[src/rtl/wpm_pkg.sv]
// Shared types and constants of the wildcard pattern matcher.
package wpm_pkg;

   localparam int OP_W  = 2;
   localparam int POS_W = 5;
   localparam int SYM_W = 8;
   localparam int LEN_W = 6;

   localparam int PATTERN_MAX_DEF = 32;

   localparam logic [OP_W-1:0] OP_WRITE = 2'd0;
   localparam logic [OP_W-1:0] OP_LEN   = 2'd1;
   localparam logic [OP_W-1:0] OP_SUBJ  = 2'd2;
   localparam logic [OP_W-1:0] OP_END   = 2'd3;

   localparam logic [SYM_W-1:0] STAR_BYTE = 8'h2A;
   localparam logic [SYM_W-1:0] ANY_BYTE  = 8'h3F;
   localparam logic [SYM_W-1:0] DOT_BYTE  = 8'h2E;

   // Broadcast from the top level to every cell.
   typedef struct packed {
      logic write_en;
      logic len_en;
      logic step_en;
      logic restart;
   } ctrl_type;

   // What each cell reports back for the star closure.
   typedef struct packed {
      logic star;
      logic active;
   } cell_stat_type;

endpackage

[src/rtl/wpm_cell.sv]
// One pattern position: its byte, its in-use flag and its active flag.
module wpm_cell import wpm_pkg::*; #(
   parameter int INDEX = 0
) (
   input  logic             clock,
   input  logic             reset,
   input  ctrl_type         ctrl_i,
   input  logic [POS_W-1:0] position_i,
   input  logic [SYM_W-1:0] symbol_i,
   input  logic [LEN_W-1:0] pattern_len_i,
   input  logic             closed_i,
   input  logic             adv_i,
   output cell_stat_type    stat_o,
   output logic             adv_o
);

   logic [SYM_W-1:0] byte_ff, byte_in;
   logic             in_use_ff, in_use_in;
   logic             act_ff, act_in;
   logic             is_star;
   logic             hit;

   assign is_star = in_use_ff & (byte_ff == STAR_BYTE);
   assign hit     = (byte_ff == symbol_i) | ((byte_ff == ANY_BYTE) & (symbol_i != DOT_BYTE));
   // a literal or '?' that matches moves the word on to the next position
   assign adv_o   = closed_i & in_use_ff & (byte_ff != STAR_BYTE) & hit;

   assign stat_o.star   = is_star;
   assign stat_o.active = act_ff;

   always_comb begin
      byte_in   = byte_ff;
      in_use_in = in_use_ff;
      act_in    = act_ff;
      if (ctrl_i.write_en && (int'(position_i) == INDEX)) begin
         byte_in = symbol_i;
      end
      if (ctrl_i.len_en) begin
         in_use_in = int'(pattern_len_i) > INDEX;
      end
      if (ctrl_i.restart) begin
         act_in = (INDEX == 0);
      end else if (ctrl_i.step_en) begin
         // a star keeps its own position, any run length
         act_in = (closed_i & is_star) | adv_i;
      end
   end

   always_ff @(posedge clock) begin
      byte_ff <= byte_in;
   end

   always_ff @(posedge clock) begin
      if (reset) begin
         in_use_ff <= 1'b0;
         act_ff    <= (INDEX == 0);
      end else begin
         in_use_ff <= in_use_in;
         act_ff    <= act_in;
      end
   end

endmodule

[src/rtl/wpm_star_close.sv]
// Star closure of the active set, computed on the carry chain of one add.
module wpm_star_close #(
   parameter int WIDTH = 33
) (
   input  logic [WIDTH-1:0] star_i,
   input  logic [WIDTH-1:0] act_i,
   output logic [WIDTH-1:0] closed_o
);

   logic [WIDTH-1:0] gen;
   logic [WIDTH-1:0] sum;
   logic [WIDTH-1:0] carry;

   // carry into bit p+1 = star[p] & (act[p] | carry into p): propagate on
   // star, generate on active star
   assign gen      = star_i & act_i;
   assign sum      = star_i + gen;
   assign carry    = sum ^ star_i ^ gen;
   assign closed_o = act_i | carry;

endmodule

[src/rtl/wildcard_pattern_match.sv]
// Top level of the wildcard pattern matcher: cell row, closure and result register.
//
//   channel | ports                                          | direction
//   req     | req_valid req_ready req_op req_position        | in
//           | req_symbol req_pattern_len                     |
//   rsp     | rsp_valid rsp_ready rsp_matched                | out
//
// One word per cycle on every op while req_ready is high. The active set of all
// positions updates at once; the star closure rides on one PATTERN_MAX+1 bit add.
// An end-of-subject word shows its result in the cycle after acceptance.
// Reset clears the pattern length to zero and leaves only position zero active;
// pattern bytes are not cleared and must be written before use.
// A waiting result stalls only further end-of-subject words.
module wildcard_pattern_match import wpm_pkg::*; #(
   parameter int PATTERN_MAX = PATTERN_MAX_DEF
) (
   input  logic             clock,
   input  logic             reset,
   input  logic             req_valid,
   output logic             req_ready,
   input  logic [OP_W-1:0]  req_op,
   input  logic [POS_W-1:0] req_position,
   input  logic [SYM_W-1:0] req_symbol,
   input  logic [LEN_W-1:0] req_pattern_len,
   output logic             rsp_valid,
   input  logic             rsp_ready,
   output logic             rsp_matched
);

   localparam int SIZE_W = $clog2(PATTERN_MAX + 1);

   logic                  accept;
   ctrl_type              ctrl;
   logic [PATTERN_MAX:0]  adv;
   cell_stat_type         stat [PATTERN_MAX];
   logic [PATTERN_MAX:0]  star_vec;
   logic [PATTERN_MAX:0]  act_vec;
   logic [PATTERN_MAX:0]  closed;
   logic [SIZE_W-1:0]     size_ff, size_in;
   logic                  tail_ff, tail_in;
   logic                  rsp_valid_ff, rsp_valid_in;
   logic                  rsp_matched_ff, rsp_matched_in;

   assign req_ready = ~rsp_valid_ff | rsp_ready | (req_op != OP_END);
   assign accept    = req_valid & req_ready;

   assign ctrl.write_en = accept & (req_op == OP_WRITE);
   assign ctrl.len_en   = accept & (req_op == OP_LEN);
   assign ctrl.step_en  = accept & (req_op == OP_SUBJ);
   assign ctrl.restart  = accept & (req_op != OP_SUBJ);

   assign adv[0] = 1'b0;

   for (genvar g = 0; g < PATTERN_MAX; g++) begin : g_cell
      wpm_cell #(
         .INDEX(g)
      ) u_cell (
         .clock         (clock),
         .reset         (reset),
         .ctrl_i        (ctrl),
         .position_i    (req_position),
         .symbol_i      (req_symbol),
         .pattern_len_i (req_pattern_len),
         .closed_i      (closed[g]),
         .adv_i         (adv[g]),
         .stat_o        (stat[g]),
         .adv_o         (adv[g+1])
      );
      assign star_vec[g] = stat[g].star;
      assign act_vec[g]  = stat[g].active;
   end

   // position PATTERN_MAX holds no byte, only the accept flag
   assign star_vec[PATTERN_MAX] = 1'b0;
   assign act_vec[PATTERN_MAX]  = tail_ff;

   wpm_star_close #(
      .WIDTH(PATTERN_MAX + 1)
   ) u_close (
      .star_i   (star_vec),
      .act_i    (act_vec),
      .closed_o (closed)
   );

   always_comb begin
      size_in = size_ff;
      if (ctrl.len_en) begin
         size_in = (int'(req_pattern_len) > PATTERN_MAX) ? SIZE_W'(PATTERN_MAX)
                                                         : SIZE_W'(req_pattern_len);
      end
   end

   always_comb begin
      tail_in = tail_ff;
      if (ctrl.restart) begin
         tail_in = 1'b0;
      end else if (ctrl.step_en) begin
         tail_in = adv[PATTERN_MAX];
      end
   end

   always_comb begin
      rsp_valid_in   = rsp_valid_ff;
      rsp_matched_in = rsp_matched_ff;
      if (accept && (req_op == OP_END)) begin
         rsp_valid_in   = 1'b1;
         rsp_matched_in = closed[size_ff];
      end else if (rsp_ready) begin
         rsp_valid_in = 1'b0;
      end
   end

   always_ff @(posedge clock) begin
      if (reset) begin
         size_ff      <= '0;
         tail_ff      <= 1'b0;
         rsp_valid_ff <= 1'b0;
      end else begin
         size_ff      <= size_in;
         tail_ff      <= tail_in;
         rsp_valid_ff <= rsp_valid_in;
      end
   end

   always_ff @(posedge clock) begin
      rsp_matched_ff <= rsp_matched_in;
   end

   assign rsp_valid   = rsp_valid_ff;
   assign rsp_matched = rsp_matched_ff;

endmodule

[config.mk]
export PLATFORM = sky130hd
export DESIGN_NAME = wildcard_pattern_match
export DESIGN_NICKNAME = d
export VERILOG_FILES = /design/src/rtl/wpm_pkg.sv /design/src/rtl/wpm_cell.sv /design/src/rtl/wpm_star_close.sv /design/src/rtl/wildcard_pattern_match.sv
export SDC_FILE = /design/constraint.sdc
export NUM_CORES = 1
export LEC_CHECK = 0
export BUFFER_PORTS_ARGS = -buffer_cell sky130_fd_sc_hd__buf_2
export CAP_MARGIN = 20
export CORE_MARGIN = 2
export CORE_UTILIZATION = 57
export CTS_CLUSTER_DIAMETER = 120
export CTS_CLUSTER_SIZE = 20
export DETAILED_ROUTE_END_ITERATION = 10
export GPL_TIMING_DRIVEN = 0
export PLACE_DENSITY_LB_ADDON = 0.15
export SLEW_MARGIN = 15
export SYNTH_ARGS = -nofsm -noshare
export SYNTH_HDL_FRONTEND = slang
export SYNTH_SLANG_ARGS = --single-unit
[constraint.sdc]
create_clock -name clock -period 3.4 [get_ports clock]
set_clock_uncertainty 0.05 [all_clocks]
set_input_delay 0.51 -clock clock [delete_from_list [all_inputs] [get_ports clock]]
set_output_delay 0.51 -clock clock [all_outputs]
set_load 0.1 [all_outputs]
# Word-level counts from Yosys, hierarchy flattened

Index checks and enable logic that the tools add are counted.

Add/subtract/negate cells: 1
Order comparisons: 34
Equality and inequality tests: 165
Multiplexer cells: 5
Bitwise gates (word level): 267
Reduce and logical (&&, ||, !) cells: 37

Operator list:

| operator           | count |
|---|---|
| $eq 8x6->1 const B | 64 |
| $ne 8x6->1 const B | 33 |
| $eq 8x8->1         | 32 |
| $and 1x1->1        | 197 |
| $gt 6x5->1 const B | 16 |
| $eq 5x5->1 const B | 16 |
| $or 1x1->1         | 65 |
| $gt 6x4->1 const B | 8 |
| $eq 5x4->1 const B | 8 |
| $add 32x33->33     | 1 |
| $and 32x33->33     | 1 |
| $logic_and 1x1->1  | 33 |
| $or 33x33->33      | 1 |
| $xor 33x32->33     | 1 |
| $xor 33x33->33     | 1 |
| $gt 6x3->1 const B | 4 |
| $eq 5x3->1 const B | 4 |
| $gt 6x1->1 const B | 2 |
| $gt 6x2->1 const B | 2 |
| $eq 5x2->1 const B | 2 |
| $lt 6x7->1 const B | 1 |
| $bmux 1 s6         | 1 |
| $gt 6x6->1 const B | 1 |
| $mux 6             | 1 |
| other kinds (10)   | 14 |

Register bits after elaboration: 329
Word-level logic and storage cells: 609

# Longest topological paths before layout

Gate-level depths: netlist (run 1).

Depth after elaboration: 11
Mapped depth: 12
Depth with buffers taken out: 11

# Cells and area by module

A second synthesis (run 1) with hierarchy kept.

Cell total of the unflattened synthesis: 1725
Area total of the unflattened synthesis: 19273.5 µm²

Modules (own cells, without submodules):

| module                           | instances | cells each | area each (µm²) |
|---|---|---|---|
| wpm_cell (g_cell[16].u_cell ...) | 5         | 45         | 538.0 |
| wpm_cell (g_cell[18].u_cell ...) | 5         | 45         | 536.8 |
| wpm_cell (g_cell[12].u_cell ...) | 3         | 45         | 534.3 |
| wpm_star_close                   | 1         | 219        | 1387.6 |
| wpm_cell (g_cell[14].u_cell ...) | 2         | 45         | 535.5 |
| wpm_cell (g_cell[3].u_cell ...)  | 2         | 44         | 529.3 |
| wildcard_pattern_match           | 1         | 70         | 724.4 |
| wpm_cell (g_cell[20].u_cell)     | 1         | 46         | 555.5 |
| wpm_cell (g_cell[8].u_cell)      | 1         | 45         | 548.0 |
| wpm_cell (g_cell[24].u_cell)     | 1         | 45         | 545.5 |
| wpm_cell (g_cell[0].u_cell)      | 1         | 46         | 544.3 |
| wpm_cell (g_cell[28].u_cell)     | 1         | 45         | 544.3 |
| wpm_cell (g_cell[10].u_cell)     | 1         | 45         | 541.8 |
| wpm_cell (g_cell[5].u_cell)      | 1         | 45         | 539.3 |
| +8 rows                          | n/a       | n/a        | n/a |

# Least setup slack after synthesis (run 1)

Ideal clock, no wire load.

Path type: reg-to-reg
Start point: register rsp_valid_ff (netlist: rsp_valid)
End point: register g_cell[0].u_cell.act_ff
Setup time: 0.114 ns
Arrival: 3.082 ns
Setup slack: 0.154 ns
Stages on the path, launching flop included: 6
Buffers on the path: 1
Period minus slack after synthesis: 3.246 ns
Cell sequence: dfxtp_1 -> nand4_1 -> nand2_1 -> o21bai_1 -> clkbuf_1 -> a21o_1

Cells in the longest elaborated chain, start to end: 6
Elaborated cells on any way between the ends: 7

Ends and longest elaborated chain:

| item                         | RTL line                      | RTL |
|---|---|---|
| start, declared              | wildcard_pattern_match.sv:41  | `logic rsp_valid_ff, rsp_valid_in;` |
| start signal, assigned       | wildcard_pattern_match.sv:121 | `rsp_valid_ff <= rsp_valid_in;` |
| $not 1->1 (*)                | wildcard_pattern_match.sv:44  | `assign req_ready = ~rsp_valid_ff \| rsp_ready \| (req_op != OP_END);` |
| $or 1x1->1 (*) (2 in series) | wildcard_pattern_match.sv:44  |  |
| named net req_ready          | wildcard_pattern_match.sv:20  | `output logic req_ready,` |
| $and 1x1->1 (*)              | wildcard_pattern_match.sv:45  | `assign accept = req_valid & req_ready;` |
| $and 1x1->1                  | wildcard_pattern_match.sv:50  | `assign ctrl.restart = accept & (req_op != OP_SUBJ);` |
| $reduce_or 2->1 (no line)    | n/a                           |  |
| end signal, assigned         | wpm_cell.sv:56                | `act_ff <= (INDEX == 0);` |
| end signal, assigned         | wpm_cell.sv:59                | `act_ff <= act_in;` |
| end, declared                | wpm_cell.sv:19                | `logic act_ff, act_in;` |

Mark *: on every way through the listed nets, which the timed path passes. The rest lies on a longest branch.
A chain may end at the register's enable or synchronous reset.

# Worst setup path in the final report (run 1)

Start point: register g_cell[0].u_cell.byte_ff[7]
End point: register rsp_matched_ff (netlist: rsp_matched) (data pin)

Cells in the longest elaborated chain, start to end: 9

Ends and longest elaborated chain:

| item                             | RTL line                      | RTL |
|---|---|---|
| start, declared                  | wpm_cell.sv:17                | `logic [SYM_W-1:0] byte_ff, byte_in;` |
| start signal, assigned           | wpm_cell.sv:50                | `byte_ff <= byte_in;` |
| $eq 8x6->1 (*)                   | wpm_cell.sv:23                | `assign is_star = in_use_ff & (byte_ff == STAR_BYTE);` |
| $and 1x1->1 (*)                  | wpm_cell.sv:23                |  |
| $and 32x33->33                   | wpm_star_close.sv:16          | `assign gen = star_i & act_i;` |
| $add 32x33->33                   | wpm_star_close.sv:17          | `assign sum = star_i + gen;` |
| $xor 33x32->33                   | wpm_star_close.sv:18          | `assign carry = sum ^ star_i ^ gen;` |
| $xor 33x33->33 (*)               | wpm_star_close.sv:18          |  |
| $or 33x33->33 (*)                | wpm_star_close.sv:19          | `assign closed_o = act_i \| carry;` |
| $bmux 1 s6 (*)                   | wildcard_pattern_match.sv:107 | `rsp_matched_in = closed[size_ff];` |
| $mux 1 (not written as such) (*) | wildcard_pattern_match.sv:107 |  |
| end signal, assigned             | wildcard_pattern_match.sv:126 | `rsp_matched_ff <= rsp_matched_in;` |
| end, declared                    | wildcard_pattern_match.sv:42  | `logic rsp_matched_ff, rsp_matched_in;` |

Every way passes the cells marked *; elsewhere a longest branch is shown, timed or not. The select of a mux whose other input is x is not followed.

==> flow_summary.toml, run 1 <==
[final_layout]
layout.cells.most_common_list = "sky130_fd_sc_hd__edfxtp_1, sky130_fd_sc_hd__nor2_1, sky130_fd_sc_hd__xnor2_1"
layout.cells.most_common = "sky130_fd_sc_hd__edfxtp_1"
drive_above_1_share_pct = 11.40
diodes = 0
layout.nets = 1784
areaGrowthSynthToFinish_pct = 12.87

[power_and_ir_drop]
power.clock.fraction_pct = 33.1
vdd_drop_max_mv = 0.4914
internal_power_mw = 5.735
netSwitchingFraction_pct = 24.69
p_per_area_nw_per_um2 = 385.1
comb_power_share_pct = 8.8
p_sw_mw = 1.880
p_leak_nw = 6.024
power.share.sequential_pct = 58.1

[detailed_routing]
first_iter_violations = 2028
remaining_drc_errors = 0
avgViaCountPerCell = 6.847
route.final.wire_length_um = 61680
first_pass_iters = 6
vias_post_dr = 14844
ant_nets = 0
wire_per_inst_um = 28.45

[synth]
synth_enable_flop_cells = 257
mappedNetlistArea_um2 = 17520
netlist_instances = 1673
synth.net_count = 1698
yosys.cell_types.count = 77
ys_seq_area_share_pct = 52.28
netlist_top_cells_area = "sky130_fd_sc_hd__edfxtp_1, sky130_fd_sc_hd__xnor2_1, sky130_fd_sc_hd__dfxtp_1, sky130_fd_sc_hd__nor2_1, sky130_fd_sc_hd__xor2_1"
synth_top_cell_area_share_pct = 44.05
postSynth.topFlopCell = "sky130_fd_sc_hd__edfxtp_1"
postSynthAreaPerCell_um2 = 10.47
synth-seq-cells = 329
synthDominantAreaCellType = "sky130_fd_sc_hd__edfxtp_1"
yosysWarningCount = 0
async_reset_ff_share_pct = 0

[worst_setup_path]
cp_max_fo = 8
setup.worst_path.end_class = "register"
r2r_cells = 14
critical_path_required_ns = 3.73
critPathArrivalTime_ns = 4.06
criticalPathCategory = "register to register"
cp-start-kind = "register"

[clocking]
path_clk_slew_ns = 0.09
clockBufferDepth = 3
clock_tree.htree_level_count = 1
worst_skew_pair.late_latency_ns = 0.55
num_cts_buffers = 20
post_cts_hold_buffer_count = 0
tritoncts = "yes"
tritoncts_num_sinks = 329
clock_tree.root_cell = "sky130_fd_sc_hd__clkbuf_16"

[outcome]
status = "complete, but fails checks"
violations = "negative setup slack"

[floorplan]
initial_utilization_pct = 57.57
floorplan.core_area_um2 = 30430
dieArea_um2 = 32150
dieHeight_um = 179.3
die_width_um = 179.3
io-pin-count = 28
rows = 64

[timing]
setup_viol_count_final = 7
worst_slew_pin_slew_ns = 1.179
rsz0062_at_grt = "yes"
max-slew-margin-rel_pct = 21.42
layout_setup_ws_ns = -0.3260
final_max_slew_viol_count = 0
layout_worst_path_cycle_share_pct = 109.6
fin_crit_ns = 3.726
finalSetupTns_ns = -0.9144
timing.hold.ws_ns = 0.2509
max_freq_mhz = 268.4
finalHoldViolCount = 0

[global_route]
grt_pass1_vias = 13940
grt_pass1_wl_um = 88370
global_route.overflow_total = 0
antenna_found_initial = 0
grt_usage_pct = 38.06
grt_start_max_net_pins = 34

[hold_path]
worstHoldPathCells = 4
worst_hold_path_type = "input port to register"

[job]
max_cap_viol_count = 0

[placement]
place_hpwl_um = 42160
io_buffer_count = 27
gp_congestion = 0.9960
==> metrics by stage <==
step	power (mW)	area, um^2	util (%)	setup WS, ns	instances
after floorplan	4.849	17520	-	0.1536	1673
after global placement	5.132	18150	59.65	-1.499	2096
after detailed placement	5.145	18210	59.83	-1.347	2100
after CTS	7.599	19440	63.90	-0.1730	2153
after global routing	7.802	19770	64.98	-0.3892	2168
final	7.615	19770	64.98	-0.3260	2168
==> cell families (layout without fill, tap and decap cells) <==
logic type | count (synthesis) | count (layout) | synth area share [%]
AND/OR/NAND/NOR | 708 | 708 | 21.87
flip-flops | 329 | 329 | 52.28
AO/OA/AOI/OAI | 271 | 271 | 10.70
XOR/XNOR | 256 | 256 | 12.80
buffers and inverters | 109 | 208 | 2.357
==> routing by layer <==
| layer | part of all wire (%) | track usage [%] |
|---|---|---|
| met1 | 40 | 51.63 |
| met2 | 44 | 58.96 |
| met3 | 10 | 7.570 |
| met4 | 5.7 | 17.91 |
| met5 | 0 | 0 |
==> power by group through the flow <==
stage	Combinational, mW	Sequential, mW	Clock, mW
2_1_floorplan	0.354	4.50	0
3_3_place_gp	0.621	4.51	0
3_5_place_dp	0.633	4.51	0
4_1_cts	0.647	4.42	2.53
5_1_grt	0.706	4.43	2.67
6_report	0.673	4.42	2.52
==> worst max-delay path, stage by stage (launching register included) <==
cell and delay [ns]:
sky130_fd_sc_hd__edfxtp_1 0.40, sky130_fd_sc_hd__or4b_4 0.58, sky130_fd_sc_hd__o41ai_4 0.21, sky130_fd_sc_hd__buf_4 0.19, sky130_fd_sc_hd__and3b_2 0.22, sky130_fd_sc_hd__buf_6 0.13, sky130_fd_sc_hd__a31oi_4 0.12, sky130_fd_sc_hd__o311ai_4 0.32
sky130_fd_sc_hd__buf_12 0.18, sky130_fd_sc_hd__a21o_4 0.13, sky130_fd_sc_hd__a41o_1 0.21, sky130_fd_sc_hd__a21o_1 0.24, sky130_fd_sc_hd__nand3_2 0.15, sky130_fd_sc_hd__o221ai_2 0.20, sky130_fd_sc_hd__a31o_1 0.20
==> flip-flops by register name, summed over array words and instances, names as in the netlist <==
| register | count |
|---|---|
| g_cell.u_cell.byte_ff | 256 |
| g_cell.u_cell.in_use_ff | 32 |
| tail_ff | 1 |
| rsp_matched | 1 |
| g_cell.u_cell.act_ff | 32 |
| rsp_valid | 1 |
| size_ff | 6 |
==> cells in the mapped netlist (5+ instances only) <==
cell type,n
sky130_fd_sc_hd__nor4b_1,15
sky130_fd_sc_hd__or2_2,7
sky130_fd_sc_hd__o211ai_1,5
sky130_fd_sc_hd__nand4_1,99
sky130_fd_sc_hd__nor4_1,47
sky130_fd_sc_hd__a311oi_1,7
sky130_fd_sc_hd__nor2_1,187
sky130_fd_sc_hd__dfxtp_1,72
sky130_fd_sc_hd__nand4b_1,8
sky130_fd_sc_hd__a211oi_1,29
sky130_fd_sc_hd__nand3_1,76
sky130_fd_sc_hd__o21ai_0,51
sky130_fd_sc_hd__nor4bb_1,14
sky130_fd_sc_hd__o31ai_1,9
sky130_fd_sc_hd__nor3_1,62
sky130_fd_sc_hd__buf_1,23
sky130_fd_sc_hd__and3_1,20
sky130_fd_sc_hd__inv_1,31
sky130_fd_sc_hd__or3_1,9
sky130_fd_sc_hd__nor2b_1,8
sky130_fd_sc_hd__nor4b_2,5
sky130_fd_sc_hd__a2111oi_0,6
sky130_fd_sc_hd__o22ai_1,13
sky130_fd_sc_hd__a41oi_1,13
sky130_fd_sc_hd__nand2b_1,13
sky130_fd_sc_hd__and2_1,11
sky130_fd_sc_hd__a21oi_1,61
sky130_fd_sc_hd__nand2_1,91
sky130_fd_sc_hd__a21o_1,6
sky130_fd_sc_hd__a31oi_1,11
sky130_fd_sc_hd__and4bb_2,5
sky130_fd_sc_hd__xnor2_1,184
sky130_fd_sc_hd__o2111ai_1,11
sky130_fd_sc_hd__edfxtp_1,257
sky130_fd_sc_hd__clkbuf_1,54
sky130_fd_sc_hd__xor2_1,72
sky130_fd_sc_hd__nand3b_1,8
==> timing repair <==
action,CTS,global route
pin swaps,19,34
cloned,0,0
resized for setup,88,52
endpoints found under the setup margin,33,15
buffers inserted,19,15
==> final cells by class <==
type / count / area [um^2]
sequential: 329 / 9159
multi-input combinational: 1235 / 8578
clock inverter: 1 / 16.27
inverter: 31 / 116.4
fill: 2446 / 10660
clock buffer: 34 / 574.3
tap: 396 / 495.5
buffer: 77 / 340.3
timing repair buffer: 65 / 494.2
==> worst paths after layout <==
kind                                                   from                       to  slack [ns]
worst max-delay path            g_cell[0].u_cell.byte_ff[7]              rsp_matched       -0.33
worst min-delay path                              rsp_ready                rsp_valid        0.25
worst max register to register  g_cell[0].u_cell.byte_ff[7]              rsp_matched       -0.33
worst min register to register      g_cell[3].u_cell.act_ff  g_cell[3].u_cell.act_ff        0.45
Power figures use the tool's default switching activity.
==> inputs of run 2 (changes only) <==
--- a/config.mk
+++ b/config.mk
@@ -13,6 +13,7 @@
 export CTS_CLUSTER_SIZE = 20
 export DETAILED_ROUTE_END_ITERATION = 10
 export GPL_TIMING_DRIVEN = 0
+export HOLD_SLACK_MARGIN = 0.03
 export PLACE_DENSITY_LB_ADDON = 0.15
 export SLEW_MARGIN = 15
 export SYNTH_ARGS = -nofsm -noshare
==> constraint.sdc (replaced) <==
create_clock -name clock -period 3.07 [get_ports clock]
set_clock_uncertainty 0.05 [all_clocks]
set_input_delay 0.4605 -clock clock [delete_from_list [all_inputs] [get_ports clock]]
set_output_delay 0.4605 -clock clock [all_outputs]
set_load 0.1 [all_outputs]
==> run 2 against run 1 <==
Net effect:
- worst hold slack worse by 0.045 ns
- largest power group unchanged
- utilization rose by 0.83 points
- register-to-register slack lost 0.29 ns
- sequential power grew 11%
- clock power rose by 11%
- the flow still finishes with violations (negative setup slack)
==> flow_summary.toml, run 2 (same netlist as run 1, synthesis figures left out) <==
[timing]
max_freq_mhz = 271.1
max-slew-margin-rel_pct = 16.65
layout_worst_path_cycle_share_pct = 120.2
final_max_slew_viol_count = 0
worst_slew_pin_slew_ns = 1.239
finalHoldViolCount = 0
rsz0062_at_grt = "yes"
fin_crit_ns = 3.689
layout_setup_ws_ns = -0.6193
setup_viol_count_final = 19

[floorplan]
io-pin-count = 28
dieHeight_um = 179.3
initial_utilization_pct = 57.57
dieArea_um2 = 32150
floorplan.core_area_um2 = 30430
rows = 64
die_width_um = 179.3

[clocking]
clock_tree.htree_level_count = 1
post_cts_hold_buffer_count = 0
clock_tree.root_cell = "sky130_fd_sc_hd__clkbuf_16"
num_cts_buffers = 20
worst_skew_pair.late_latency_ns = 0.56
tritoncts = "yes"
path_clk_slew_ns = 0.10
clockBufferDepth = 3
tritoncts_num_sinks = 329

[job]
max_cap_viol_count = 0

[final_layout]
diodes = 0
finish.instance_area_um2 = 20030
biggestRegsByFlops = "g_cell.u_cell.byte_ff (256), g_cell.u_cell.act_ff (32), g_cell.u_cell.in_use_ff (32)"
drive_above_1_share_pct = 13.23
areaGrowthSynthToFinish_pct = 14.31
final_core_utilization_pct = 65.81
layout.cells.most_common = "sky130_fd_sc_hd__edfxtp_1"
largest_register_ffs = 256
layout.cells.most_common_list = "sky130_fd_sc_hd__edfxtp_1, sky130_fd_sc_hd__xnor2_1, sky130_fd_sc_hd__nor2_1"
layout.nets = 1795
regMostFlops = "g_cell.u_cell.byte_ff"

[worst_setup_path]
cp_max_fo = 8
critical_path.startpoint = "g_cell[17].u_cell.byte_ff[6]"
r2r_cells = 14
r2r-start = "g_cell[17].u_cell.byte_ff[6]"
critPathArrivalTime_ns = 4.01
critical_path_required_ns = 3.39
criticalPathCategory = "register to register"
timing.rr.end = "rsp_matched"
cp-start-kind = "register"
reg2reg_slack_ns = -0.62
setup.worst_path.end_class = "register"

[global_route]
grt_pass1_vias = 14117
grt_start_max_net_pins = 34
antenna_found_initial = 0
global_route.overflow_total = 0
grt_usage_pct = 37.27
grt_pass1_wl_um = 87110

[hold_path]
worst_hold_path_type = "input port to register"
worstHoldPathCells = 4
worstHoldStart = "rsp_ready"
hold_path_end = "rsp_valid"

[detailed_routing]
route.final.wire_length_um = 60150
first_iter_violations = 1904
first_pass_iters = 7
ant_nets = 0
remaining_drc_errors = 0
wire_per_inst_um = 27.59
avgViaCountPerCell = 6.815
vias_post_dr = 14857

[power_and_ir_drop]
power.clock.fraction_pct = 33.2
p_leak_nw = 6.123
internal_power_mw = 6.364
report.power.total_mw = 8.455
vdd_drop_max_mv = 0.5011
comb_power_share_pct = 8.9
netSwitchingFraction_pct = 24.73
power.share.sequential_pct = 58.0
p_per_area_nw_per_um2 = 422.2
p_sw_mw = 2.091

[placement]
place_hpwl_um = 41030
gp_congestion = 1.076
io_buffer_count = 27
pre_cts_slack_ns = -1.539
placed_cell_area_um2 = 18280

[outcome]
violations = "negative setup slack"
status = "complete, but fails checks"
## run 2: power by group through the flow
| stage | clock network (mW) | registers (mW) | logic [mW] |
|---|---|---|---|
| finish | 2.80 | 4.90 | 0.750 |
| global route | 2.94 | 4.90 | 0.791 |
| CTS | 2.79 | 4.90 | 0.725 |
| detailed placement | 0 | 5.00 | 0.704 |
| global placement | 0 | 5.00 | 0.688 |
| floorplan | 0 | 4.98 | 0.392 |
## run 2: worst max-delay path by stage
stage | cells past startpoint | slack (ns) | endpoint
2_1_floorplan | 11 | 0.004 | rsp_matched
3_3_place_gp | 10 | -1.74 | g_cell[30].u_cell.act_ff
3_5_place_dp | 10 | -1.54 | g_cell[29].u_cell.act_ff
4_1_cts | 13 | -0.56 | rsp_matched
5_1_grt | 13 | -0.69 | rsp_matched
6_report | 14 | -0.62 | rsp_matched
## run 2: area by class of cell
cell class                      count  area, um^2
Clock buffer                       35       578.1
Sequential cell                   329        9160
Buffer                             78       361.6
Fill cell                        2365       10400
Clock inverter                      1       16.27
Inverter                           31       116.4
Tap cell                          396       495.5
Multi-Input combinational cell   1235        8701
Timing Repair Buffer               75       598.1
## run 2: critical path: stages, from the launching register on
cell                       delay [ns]
sky130_fd_sc_hd__edfxtp_1        0.46
sky130_fd_sc_hd__nor4b_4         0.45
sky130_fd_sc_hd__nand4_1         0.25
sky130_fd_sc_hd__nor4_4          0.49
sky130_fd_sc_hd__nand4_1         0.25
sky130_fd_sc_hd__o311ai_4        0.31
sky130_fd_sc_hd__buf_12          0.18
sky130_fd_sc_hd__buf_4           0.11
sky130_fd_sc_hd__buf_6           0.09
sky130_fd_sc_hd__nor2_4          0.04
sky130_fd_sc_hd__nor2_4          0.13
sky130_fd_sc_hd__a21oi_1         0.14
sky130_fd_sc_hd__nand3b_1        0.19
sky130_fd_sc_hd__o211a_1         0.16
sky130_fd_sc_hd__a31o_1          0.22
## run 2: what timing repair did
action / in CTS / in global routing
setup buffers: 30 / 11
setup endpoints to repair: 33 / 29
pin swaps: 43 / 30
resized for setup: 120 / 56
## run 2: stage by stage
step | instances | TNS, ns | hold WS, ns
5_1_grt | 2180 | -7.593 | 0.2278
2_1_floorplan | 1673 | 0 | 0.3823
4_1_cts | 2169 | -5.037 | 0.1983
6_report | 2180 | -5.648 | 0.2060
3_5_place_dp | 2103 | -37.39 | 0.3965
3_3_place_gp | 2096 | -47.36 | 0.3941
## run 2: layer usage
metal  up-vias  global-route usage [%]  part of all wire [%]
met5         -                       0                     0
met2       894                   59.34                    46
li1       6503                       -                     -
met4         0                   17.61                   5.2
met1      7299                   49.58                    39
met3       161                   6.785                   9.9
